$ cat config.mk
export PLATFORM = sky130hd
export DESIGN_NAME = aging_page_replacement
export DESIGN_NICKNAME = d
export VERILOG_FILES = /design/src/hw/rtl/apr_pkg.sv /design/src/hw/rtl/apr_cell.sv /design/src/hw/rtl/aging_page_replacement.sv
export VERILOG_INCLUDE_DIRS = /design/src /design/src/hw/rtl
export SDC_FILE = /design/constraint.sdc
export NUM_CORES = 2
export LEC_CHECK = 0
export BUFFER_PORTS_ARGS = -buffer_cell sky130_fd_sc_hd__buf_2
export CORE_MARGIN = 1.5
export CORE_UTILIZATION = 60
export CTS_CLUSTER_DIAMETER = 50
export DETAILED_ROUTE_END_ITERATION = 16
export GPL_ROUTABILITY_DRIVEN = 0
export PLACE_DENSITY = 0.87
export SETUP_SLACK_MARGIN = 0.02
export SYNTH_ARGS = -nofsm -noshare
export SYNTH_HDL_FRONTEND = slang
export SYNTH_SLANG_ARGS = --single-unit
$ cat constraint.sdc
create_clock -name i_clk -period 7.6 [get_ports i_clk]
set_input_delay 1.52 -clock i_clk [delete_from_list [all_inputs] [get_ports i_clk]]
set_output_delay 1.52 -clock i_clk [all_outputs]
set_load 0.02 [all_outputs]
$ cat src/hw/rtl/assert_macros.svh
// Assertion helpers shared by the RTL files.
`ifndef ASSERT_MACROS_SVH
`define ASSERT_MACROS_SVH

// Property checked on every rising clock edge outside reset.
`define APR_ASSERT(lbl, clk, rst_n, prop, msg) \
    lbl: assert property (@(posedge clk) disable iff (!rst_n) prop) \
        else $error(msg);

// Signal must be low in the cycle after reset is applied.
`define APR_ASSERT_RST(lbl, clk, rst_n, sig, msg) \
    lbl: assert property (@(posedge clk) !rst_n |=> !sig) \
        else $error(msg);

`endif

$ cat src/hw/rtl/apr_pkg.sv
package apr_pkg;

    // Default geometry
    localparam int FRAMES_DEF    = 16;
    localparam int AGE_BITS_DEF  = 32;
    localparam int PAGE_BITS_DEF = 16;

    // Fixed field widths of the stream words
    localparam int PAGE_IN_W   = 16;
    localparam int FRAME_OUT_W = 4;
    localparam int EVPAGE_W    = 16;
    localparam int COUNT_W     = 32;
    localparam int OUT_USED_W  = 1 + FRAME_OUT_W + 1 + EVPAGE_W + 2 * COUNT_W;
    localparam int OUT_DATA_W  = ((OUT_USED_W + 7) / 8) * 8;

    // Bit positions in the result word
    localparam int OUT_HIT_POS   = 0;
    localparam int OUT_EVICT_POS = 1 + FRAME_OUT_W;

    // Flags of the search token walking the cell chain
    typedef struct packed {
        logic valid;
        logic hit;    // a cell upstream holds the page
        logic empty;  // a cell upstream is empty
    } t_tok_flags;

    // Update broadcast to all cells
    typedef struct packed {
        logic en;     // shift all ages, mark the chosen slot
        logic load;   // write the page tag into the chosen slot
    } t_upd;

endpackage

$ cat src/hw/rtl/apr_cell.sv
// One frame: page tag and age, plus one stage of the search token.
module apr_cell #(
    parameter int FRAMES    = apr_pkg::FRAMES_DEF,
    parameter int AGE_BITS  = apr_pkg::AGE_BITS_DEF,
    parameter int PAGE_BITS = apr_pkg::PAGE_BITS_DEF,
    parameter int CELL_IDX  = 0,
    localparam int IDX_W    = (FRAMES > 1) ? $clog2(FRAMES) : 1
) (
    input  logic                 i_clk,
    input  logic                 i_rst_n,
    // token from the previous cell
    input  apr_pkg::t_tok_flags  i_flags,
    input  logic [PAGE_BITS-1:0] i_page,
    input  logic [IDX_W-1:0]     i_hit_idx,
    input  logic [IDX_W-1:0]     i_empty_idx,
    input  logic [AGE_BITS-1:0]  i_min_age,
    input  logic [IDX_W-1:0]     i_min_idx,
    input  logic [PAGE_BITS-1:0] i_min_tag,
    // token to the next cell
    output apr_pkg::t_tok_flags  o_flags,
    output logic [PAGE_BITS-1:0] o_page,
    output logic [IDX_W-1:0]     o_hit_idx,
    output logic [IDX_W-1:0]     o_empty_idx,
    output logic [AGE_BITS-1:0]  o_min_age,
    output logic [IDX_W-1:0]     o_min_idx,
    output logic [PAGE_BITS-1:0] o_min_tag,
    // update broadcast
    input  apr_pkg::t_upd        i_upd,
    input  logic [IDX_W-1:0]     i_upd_slot,
    input  logic [PAGE_BITS-1:0] i_upd_page
);

    localparam logic [IDX_W-1:0]    MY_IDX  = IDX_W'(CELL_IDX);
    localparam logic [AGE_BITS-1:0] AGE_TOP = {1'b1, {(AGE_BITS-1){1'b0}}};

    logic [PAGE_BITS-1:0] r_tag;
    logic [AGE_BITS-1:0]  r_age;

    apr_pkg::t_tok_flags  r_flags;
    logic [PAGE_BITS-1:0] r_page;
    logic [IDX_W-1:0]     r_hit_idx;
    logic [IDX_W-1:0]     r_empty_idx;
    logic [AGE_BITS-1:0]  r_min_age;
    logic [IDX_W-1:0]     r_min_idx;
    logic [PAGE_BITS-1:0] r_min_tag;

    logic [AGE_BITS-1:0]  w_age_sh;
    logic                 w_is_hit;
    logic                 w_is_empty;
    logic                 w_take_min;
    logic                 w_sel;

    // compare against this frame; ages are judged after the shift
    assign w_age_sh   = r_age >> 1;
    assign w_is_hit   = (r_tag == i_page);
    assign w_is_empty = (r_tag == '0);
    assign w_take_min = (CELL_IDX == 0) || (w_age_sh < i_min_age);
    assign w_sel      = (i_upd_slot == MY_IDX);

    // token stage
    always_ff @(posedge i_clk) begin
        if (!i_rst_n) begin
            r_flags <= '0;
        end else begin
            r_flags.valid <= i_flags.valid;
            r_flags.hit   <= i_flags.hit | w_is_hit;
            r_flags.empty <= i_flags.empty | w_is_empty;
        end
    end

    always_ff @(posedge i_clk) begin
        r_page      <= i_page;
        r_hit_idx   <= (!i_flags.hit && w_is_hit) ? MY_IDX : i_hit_idx;
        r_empty_idx <= (!i_flags.empty && w_is_empty) ? MY_IDX : i_empty_idx;
        if (w_take_min) begin
            r_min_age <= w_age_sh;
            r_min_idx <= MY_IDX;
            r_min_tag <= r_tag;
        end else begin
            r_min_age <= i_min_age;
            r_min_idx <= i_min_idx;
            r_min_tag <= i_min_tag;
        end
    end

    // frame state
    always_ff @(posedge i_clk) begin
        if (!i_rst_n) begin
            r_tag <= '0;
            r_age <= '0;
        end else if (i_upd.en) begin
            r_age <= w_sel ? (w_age_sh | AGE_TOP) : w_age_sh;
            if (w_sel && i_upd.load) begin
                r_tag <= i_upd_page;
            end
        end
    end

    assign o_flags     = r_flags;
    assign o_page      = r_page;
    assign o_hit_idx   = r_hit_idx;
    assign o_empty_idx = r_empty_idx;
    assign o_min_age   = r_min_age;
    assign o_min_idx   = r_min_idx;
    assign o_min_tag   = r_min_tag;

endmodule

$ cat src/hw/rtl/aging_page_replacement.sv
// Channel   Dir  Handshake                Word
// s (ref)   in   i_s_tvalid/o_s_tready    i_s_tdata[15:0] page
// m (res)   out  o_m_tvalid/i_m_tready    o_m_tdata: hit, frame, evicted,
//                                         evicted_page, hit_total, miss_total
//
// A reference is taken only when idle. The token walks the cell chain one frame
// per cycle, starting on the accept edge; the decision is then latched, and the
// commit writes the frames and the result register. No new reference is taken
// until the commit is done. A page of zero is accepted and dropped. Reset is
// synchronous, active low; it empties all frames and clears counts. A stalled
// result holds the commit.
`include "assert_macros.svh"

module aging_page_replacement #(
    parameter int FRAMES    = apr_pkg::FRAMES_DEF,
    parameter int AGE_BITS  = apr_pkg::AGE_BITS_DEF,
    parameter int PAGE_BITS = apr_pkg::PAGE_BITS_DEF
) (
    input  logic                           i_clk,
    input  logic                           i_rst_n,
    input  logic                           i_s_tvalid,
    output logic                           o_s_tready,
    // [15:0] page
    input  logic [apr_pkg::PAGE_IN_W-1:0]  i_s_tdata,
    output logic                           o_m_tvalid,
    input  logic                           i_m_tready,
    // [0] hit, [4:1] frame, [5] evicted, [21:6] evicted_page,
    // [53:22] hit_total, [85:54] miss_total, [87:86] zero
    output logic [apr_pkg::OUT_DATA_W-1:0] o_m_tdata
);

    localparam int IDX_W   = (FRAMES > 1) ? $clog2(FRAMES) : 1;
    localparam int COUNT_W = apr_pkg::COUNT_W;

    typedef enum logic [1:0] {
        S_IDLE,
        S_SEARCH,
        S_COMMIT
    } t_state;

    t_state r_state;

    // token links between cells
    apr_pkg::t_tok_flags  w_flags     [0:FRAMES];
    logic [PAGE_BITS-1:0] w_page      [0:FRAMES];
    logic [IDX_W-1:0]     w_hit_idx   [0:FRAMES];
    logic [IDX_W-1:0]     w_empty_idx [0:FRAMES];
    logic [AGE_BITS-1:0]  w_min_age   [0:FRAMES];
    logic [IDX_W-1:0]     w_min_idx   [0:FRAMES];
    logic [PAGE_BITS-1:0] w_min_tag   [0:FRAMES];

    apr_pkg::t_upd        w_upd;
    logic [IDX_W-1:0]     w_slot;

    // latched search result
    logic                 r_hit;
    logic                 r_empty;
    logic [IDX_W-1:0]     r_hit_idx;
    logic [IDX_W-1:0]     r_empty_idx;
    logic [IDX_W-1:0]     r_min_idx;
    logic [PAGE_BITS-1:0] r_min_tag;
    logic [PAGE_BITS-1:0] r_page;

    logic [COUNT_W-1:0]   r_hits;
    logic [COUNT_W-1:0]   r_misses;
    logic [COUNT_W-1:0]   n_hits;
    logic [COUNT_W-1:0]   n_misses;

    logic                 r_m_valid;
    logic [apr_pkg::OUT_DATA_W-1:0] r_m_data;
    logic [apr_pkg::OUT_DATA_W-1:0] n_m_data;

    logic                 w_accept;
    logic [PAGE_BITS-1:0] w_in_page;
    logic                 w_out_free;
    logic                 w_evict;
    logic [PAGE_BITS-1:0] w_ev_page;

    assign o_s_tready = (r_state == S_IDLE);
    assign w_accept   = i_s_tvalid && (r_state == S_IDLE);
    assign w_in_page  = PAGE_BITS'(i_s_tdata);
    assign w_out_free = !r_m_valid || i_m_tready;

    // token injection into the first cell
    assign w_flags[0].valid = w_accept && (w_in_page != '0);
    assign w_flags[0].hit   = 1'b0;
    assign w_flags[0].empty = 1'b0;
    assign w_page[0]        = w_in_page;
    assign w_hit_idx[0]     = '0;
    assign w_empty_idx[0]   = '0;
    assign w_min_age[0]     = '0;
    assign w_min_idx[0]     = '0;
    assign w_min_tag[0]     = '0;

    // cell chain
    for (genvar g = 0; g < FRAMES; g++) begin : g_cell
        apr_cell #(
            .FRAMES    (FRAMES),
            .AGE_BITS  (AGE_BITS),
            .PAGE_BITS (PAGE_BITS),
            .CELL_IDX  (g)
        ) u_cell (
            .i_clk       (i_clk),
            .i_rst_n     (i_rst_n),
            .i_flags     (w_flags[g]),
            .i_page      (w_page[g]),
            .i_hit_idx   (w_hit_idx[g]),
            .i_empty_idx (w_empty_idx[g]),
            .i_min_age   (w_min_age[g]),
            .i_min_idx   (w_min_idx[g]),
            .i_min_tag   (w_min_tag[g]),
            .o_flags     (w_flags[g+1]),
            .o_page      (w_page[g+1]),
            .o_hit_idx   (w_hit_idx[g+1]),
            .o_empty_idx (w_empty_idx[g+1]),
            .o_min_age   (w_min_age[g+1]),
            .o_min_idx   (w_min_idx[g+1]),
            .o_min_tag   (w_min_tag[g+1]),
            .i_upd       (w_upd),
            .i_upd_slot  (w_slot),
            .i_upd_page  (r_page)
        );
    end

    // replacement decision: hit frame, else first empty, else oldest
    assign w_slot    = r_hit ? r_hit_idx : (r_empty ? r_empty_idx : r_min_idx);
    assign w_evict   = !r_hit && !r_empty;
    assign w_ev_page = w_evict ? r_min_tag : '0;

    assign w_upd.en   = (r_state == S_COMMIT) && w_out_free;
    assign w_upd.load = !r_hit;

    // saturating totals
    assign n_hits   = (r_hit && (r_hits != '1)) ? r_hits + 1'b1 : r_hits;
    assign n_misses = (!r_hit && (r_misses != '1)) ? r_misses + 1'b1 : r_misses;

    assign n_m_data = {
        (apr_pkg::OUT_DATA_W - apr_pkg::OUT_USED_W)'(0),
        n_misses,
        n_hits,
        apr_pkg::EVPAGE_W'(w_ev_page),
        w_evict,
        apr_pkg::FRAME_OUT_W'(w_slot),
        r_hit
    };

    // control and result register
    always_ff @(posedge i_clk) begin
        if (!i_rst_n) begin
            r_state   <= S_IDLE;
            r_m_valid <= 1'b0;
            r_hits    <= '0;
            r_misses  <= '0;
        end else begin
            // result valid: set on commit, cleared when taken
            if (r_state == S_COMMIT && w_out_free) begin
                r_m_valid <= 1'b1;
            end else if (r_m_valid && i_m_tready) begin
                r_m_valid <= 1'b0;
            end
            case (r_state)
                S_IDLE: begin
                    if (w_flags[0].valid) begin
                        r_state <= S_SEARCH;
                    end
                end
                S_SEARCH: begin
                    if (w_flags[FRAMES].valid) begin
                        r_state <= S_COMMIT;
                    end
                end
                S_COMMIT: begin
                    if (w_out_free) begin
                        r_state   <= S_IDLE;
                        r_hits    <= n_hits;
                        r_misses  <= n_misses;
                    end
                end
                default: begin
                    r_state <= S_IDLE;
                end
            endcase
        end
    end

    // search result and word payload
    always_ff @(posedge i_clk) begin
        if (r_state == S_SEARCH && w_flags[FRAMES].valid) begin
            r_hit       <= w_flags[FRAMES].hit;
            r_empty     <= w_flags[FRAMES].empty;
            r_hit_idx   <= w_hit_idx[FRAMES];
            r_empty_idx <= w_empty_idx[FRAMES];
            r_min_idx   <= w_min_idx[FRAMES];
            r_min_tag   <= w_min_tag[FRAMES];
            r_page      <= w_page[FRAMES];
        end
        if (w_upd.en) begin
            r_m_data <= n_m_data;
        end
    end

    assign o_m_tvalid = r_m_valid;
    assign o_m_tdata  = r_m_data;

    // checks
    `APR_ASSERT(a_tok_in_search, i_clk, i_rst_n,
        w_flags[FRAMES].valid |-> (r_state == S_SEARCH), "token left chain outside search")
    `APR_ASSERT(a_upd_no_tok, i_clk, i_rst_n,
        w_upd.en |-> !w_flags[0].valid, "update collides with a new token")
    `APR_ASSERT(a_hit_no_evict, i_clk, i_rst_n,
        (r_m_valid && r_m_data[apr_pkg::OUT_HIT_POS]) |-> !r_m_data[apr_pkg::OUT_EVICT_POS],
        "hit reported with eviction")
    `APR_ASSERT(a_count_idle, i_clk, i_rst_n,
        (r_state == S_IDLE) |=> ((r_hits == $past(r_hits)) && (r_misses == $past(r_misses))),
        "totals moved without a commit")
    `APR_ASSERT_RST(a_rst_out, i_clk, i_rst_n, o_m_tvalid, "result valid after reset")

endmodule

# After elaboration in Yosys (flattened, before gate mapping)
# Cells that the tools add are included.
[word_totals]
regBits = 2139
in_bits = 20
output_inout_bits = 90
[classes]
n_addsub = 2
order_cmp = 15
eq_ne = 38
mux = 56
bitwise_logic = 30
reduce_logical = 126
[ops]
columns = ["op", "count"]
rows = [
  ["$mux 32", 18],
  ["$lt 31x31->1", 15],
  ["$mux 31", 14],
  ["$eq 16x16->1", 16],
  ["$logic_not 16->1", 16],
  ["$mux 16", 15],
  ["$add 32x1->32 const B", 2],
  ["$ne 32x32->1 const B", 2],
  ["$logic_and 1x1->1", 54],
  ["$reduce_and 2->1", 17],
  ["$logic_not 1->1", 33],
  ["$eq 4x4->1 const B", 8],
  ["$or 1x1->1", 30],
  ["$eq 4x3->1 const B", 4],
  ["$reduce_bool 16->1", 1],
  ["$eq 4x2->1 const B", 2],
  ["$mux 4", 2],
  ["$mux 2", 3],
  ["$pmux 2 s3", 1],
  ["$eq 4x1->1 const B", 1],
  ["$logic_not 4->1", 1],
  ["$ne 2x1->1 const B", 2],
  ["$mux 1", 3],
  ["$reduce_and 3->1", 1],
  ["other kinds (6)", 6],
]

# Logic depth before layout (Yosys ltp)
[depth]
word_depth = 5
mapped_depth = 11
ltp_nobuf = 9

# Modules after synthesis
# A second synthesis with hierarchy kept.
[unflattened]
cells_unflattened = 7851
area_unflattened_um2 = 90768.3
[modules_own_cells]
columns = ["module", "instances", "cells_per_inst", "area_per_inst_um2", "seq_area_each_um2"]
rows = [
  ["apr_cell at g_cell[10].u_cell ...", 8, 454, 5216.3, 2522.4],
  ["apr_cell at g_cell[1].u_cell ...", 4, 454, 5215.0, 2522.4],
  ["apr_cell at g_cell[12].u_cell ...", 2, 455, 5215.0, 2522.4],
  ["aging_page_replacement", 1, 764, 8878.5, 5305.1],
  ["apr_cell at g_cell[15].u_cell", 1, 437, 5221.3, 2522.4],
  ["apr_cell at g_cell[0].u_cell", 1, 292, 3648.5, 2422.3],
]

# Worst setup path before layout
# Ideal clock, no wire load.
[synth_path]
path_type = "input-to-reg"
from = "input i_m_tready"
to = "register r_m_data, in the netlist o_m_tdata[0], enable pin"
setup_ns = 0.484
t_arrival_ns = 4.834
path_slack_ns = 2.282
stages = 6
path_cell_list = "nand2b_1 -> nand2b_1 -> buf_2 -> inv_1 -> clkbuf_1 -> clkbuf_1"
[synth_lines]
columns = ["item", "line_no", "rtl"]
rows = [
  ["start: declaration", "aging_page_replacement.sv:26", "input logic i_m_tready,"],
  ["end signal: assignment", "aging_page_replacement.sv:198", "r_m_data <= n_m_data;"],
  ["end: declaration", "aging_page_replacement.sv:70", "logic [apr_pkg::OUT_DATA_W-1:0] r_m_data;"],
]

# Final worst setup path
[layout_path]
from = "input i_m_tready"
to = "register g_cell[6].u_cell.r_age[30]"
[layout_via]
elab_chain_cells = 2
[layout_rtl]
columns = ["item", "line_no", "rtl"]
rows = [
  ["$logic_or 1x1->1", "aging_page_replacement.sv:82", "assign w_out_free = !r_m_valid || i_m_tready;"],
  ["$logic_and 1x1->1", "aging_page_replacement.sv:130", "assign w_upd.en = (r_state == S_COMMIT) && w_out_free;"],
  ["end signal: assignment", "apr_cell.sv:92", "r_age <= w_sel ? (w_age_sh | AGE_TOP) : w_age_sh;"],
  ["end: declaration", "apr_cell.sv:37", "logic [AGE_BITS-1:0] r_age;"],
]
# No other way between the ends.
# A chain may end at the register's enable or synchronous reset.

==> impl_metrics.tcl <==
set metrics [dict create \
    rows 135 \
    cp_data_arrival_time_ps 5020 \
    seqPwrFrac_pct 53.1 \
    finalCriticalPeriod_ps 4290 \
    setup_viol 0 \
    crit_path_top_delay_cell "buf_4" \
    synthSimpleGateAreaFrac_pct 14.0 \
    first_global_vias 58600 \
    design.core.area_sq_mm 0.135 \
    yosysSeqAreaShare_pct 53.8 \
    synth.area.mux_share_pct 8.95 \
    hold_class "reg2reg" \
    fin_area_sq_mm 0.0898 \
    yosys.cell_types.count 66 \
    yosys_most_used_dff "dfxtp_1" \
    worst_slack_ps 3310 \
    cts.sinks 2123 \
    ios 110 \
    cts_buffers 193 \
    grt_pass1_wl_um 291000 \
    finalSetupTns_ps 0 \
    drt_iter0_drc 5184 \
    outcome "finished clean" \
    grt_max_degree 241 \
    wl_per_cell_um 18.0 \
    synth_compound_area_share_pct 7.98 \
    whs_ps 343 \
    synth_edf_count 132 \
    fin_skew_ps 39.3 \
    cts_max_level 4 \
    max-vdd-ir-drop_uv 248 \
    drive_gt1_share_pct 14.8 \
    portBuffers 107 \
    clockBufferDepth 3 \
    ys_ff_latch 2123 \
    ctsResizeCount 0 \
    cts_tree "built" \
    cp-start-kind "primary input" \
    synth_top_family_by_area "simple AND/OR/NAND/NOR gates" \
    insertion_delay_ps 830 \
    cp_cell_sequence "buf_2 > nand2b_1 > nand2b_4 > buf_12 > buf_4 > nand2_1 > a21oi_1" \
    yosysWarnings 0 \
    die_w_um 372 \
    p_total_mw 21.4 \
    nFillCells 8951 \
    switching_share_pct 20.6 \
    fmax_mhz 233 \
    worstPathMaxFanout 206 \
    routed_wirelength_um 181000 \
    path_buf_inv 3 \
    slew_viol_final 0 \
    synth_xor_area_share_pct 3.99 \
    die-area_sq_mm 0.138 \
    ant_nets 0 \
    floorplan.initialDensity_pct 60.3 \
    syn_inst 8222 \
    place_area_sq_mm 0.0832 \
    syn2layout_area_growth_pct 10.1 \
    holdBufCountCts 0 \
    rsz0062_at_grt "false" \
    slew_headroom_pct 10.2 \
    vias 57700 \
    syn_area_sq_mm 0.0815 \
    cpLargestDelayFamily "buffers and inverters" \
    crit_type "in2reg" \
    die_h_um 372 \
    final_common_cell "dfxtp_1" \
    diodes 0 \
    path_clk_slew_ps 70 \
    end_kind "register" \
    worst_slew_pin_slew_ps 1350 \
    detail_route.first_pass.iterations 6 \
    antenna_found_initial 2 \
    layout_common_cells "dfxtp_1, nand2_1, a21oi_1" \
    postCtsSetupBuffers 0 \
    p_int_mw 17.0 \
    crit_path_max_incr_delay_ps 980 \
    powerDensity_mw_per_mm2 239 \
    grtUsageTotal_pct 25.4 \
    final-hold-violation-count 0 \
    worstPathRequired_ps 8330 \
    root_buffer "clkbuf_16" \
    overflow 0 \
    nets 8626 \
    maxCapViolCount 0 \
    pre_cts_ws_ps 2590 \
    syn_avg_cell_area_sq_um 9.91 \
    dp_hpwl_um 111000 \
    clkPwrFrac_pct 46.1 \
    routed_via_density 5.72 \
    power.switching_mw 4.41 \
    comb_power_share_pct 0.9 \
    postSynth.asyncResetShare_pct 0 \
    leakagePower_nw 36.0 \
    drc 0 \
    yosys.area_share.adder_pct 6.94 \
    final.period_utilization_pct 56.5 \
]
[final cells by class]
| type | count | area [sq um] | share of cell area (%) |
|---|---|---|---|
| flip-flops and latches | 2123 | 43800 | 48.8 |
| multi-input cells | 5200 | 34400 | 38.3 |
| clock buffers | 268 | 5580 | 6.21 |
| well taps | 1781 | 2230 | 2.48 |
| inverters | 488 | 1850 | 2.06 |
| clock inverters | 89 | 962 | 1.07 |
| repair buffers | 148 | 943 | 1.05 |
[power by group through the flow]
stage	Clock [mW]	Sequential (mW)	Combinational, mW
floorplan	0	11.6	0.124
global route	10.4	11.4	0.195
detailed placement	0	11.6	0.177
finish	9.87	11.4	0.184
CTS	9.96	11.4	0.181
global placement	0	11.6	0.172
[worst paths after layout]
kind | cells past startpoint | start | slack [ps] | endpoint
max | 7 | i_m_tready | 3310 | g_cell[6].u_cell.r_age[30]
min | 0 | g_cell[7].u_cell.o_page[12] | 340 | g_cell[8].u_cell.o_page[12]
max reg2reg | 8 | r_hit | 3350 | g_cell[14].u_cell.r_tag[4]
min reg2reg | 0 | g_cell[7].u_cell.o_page[12] | 340 | g_cell[8].u_cell.o_page[12]
[per-stage QoR]
| step | utilization (%) | std cells |
|---|---|---|
| final | 66.4 | 10100 |
| after global routing | 66.4 | 10100 |
| after CTS | 66.4 | 10100 |
| after detailed placement | 61.6 | 9740 |
| after global placement | 61.6 | 9740 |
| after floorplan | - | 8223 |
[per-layer routing]
layer | vias to the layer above | GRT usage [%] | wire length [um]
met5 | - | 0 | 0
met4 | 0 | 12.1 | 7240
li1 | 27600 | - | -
met1 | 27600 | 29.5 | 72500
met3 | 480 | 3.39 | 9990
met2 | 2057 | 46.2 | 91600
[cells in the mapped netlist, types with 3 or more instances]
cell type	number	area, sq um
o211ai_1	7	52.6
a31oi_1	6	37.5
mux2_1	3	33.8
mux2i_1	4	40.0
and4_1	14	123
and4b_1	4	40.0
nor3_1	29	145
and3_1	17	106
buf_1	12	45.0
ha_1	452	5660
nand2b_1	27	169
a211o_1	3	26.3
nor3_2	4	40.0
a211oi_1	20	150
a21o_1	60	450
buf_4	14	105
buf_2	107	536
a21oi_1	942	4710
nor2_1	188	706
a41oi_1	4	35.0
nand2_1	1439	5400
o21ai_0	87	435
a221o_1	6	60.1
o31ai_1	8	60.1
dfxtp_1	1991	39900
xor2_1	313	2740
or2_2	80	500
and2_1	46	288
clkbuf_1	278	1040
a2111oi_0	12	105
o21bai_1	5	37.5
mux2_2	641	7220
or3_1	22	138
a22oi_1	16	120
nor4_2	3	37.5
nor4_1	145	907
xnor2_1	58	508
nand3_1	317	1590
nand4_1	117	732
a221oi_1	4	35.0
inv_1	487	1830
nor2b_1	63	394
edfxtp_1	132	3960
o21ai_1	7	35.0
[kinds of logic after synthesis]
family	count (synthesis)
buffers and inverters	900
multiplexers	648
adder cells (fa/ha/maj)	452
other	1
AO/OA/AOI/OAI	1201
AND/OR/NAND/NOR	2526
flip-flops	2123
XOR/XNOR	371
[state kept, by name (all words and copies together), names as in the netlist, 16 cells and up]
name / flops
g_cell.u_cell.r_tag: 256
g_cell.u_cell.r_age: 496
o_m_tdata: 86
r_misses: 32
g_cell.u_cell.o_min_age: 465
g_cell.u_cell.o_page: 256
g_cell.u_cell.o_hit_idx: 49
g_cell.u_cell.o_flags: 48
g_cell.u_cell.o_min_tag: 256
r_hits: 32
r_page: 16
g_cell.u_cell.o_empty_idx: 49
r_min_tag: 16
g_cell.u_cell.o_min_idx: 49
(Power assumes the default switching activity.)
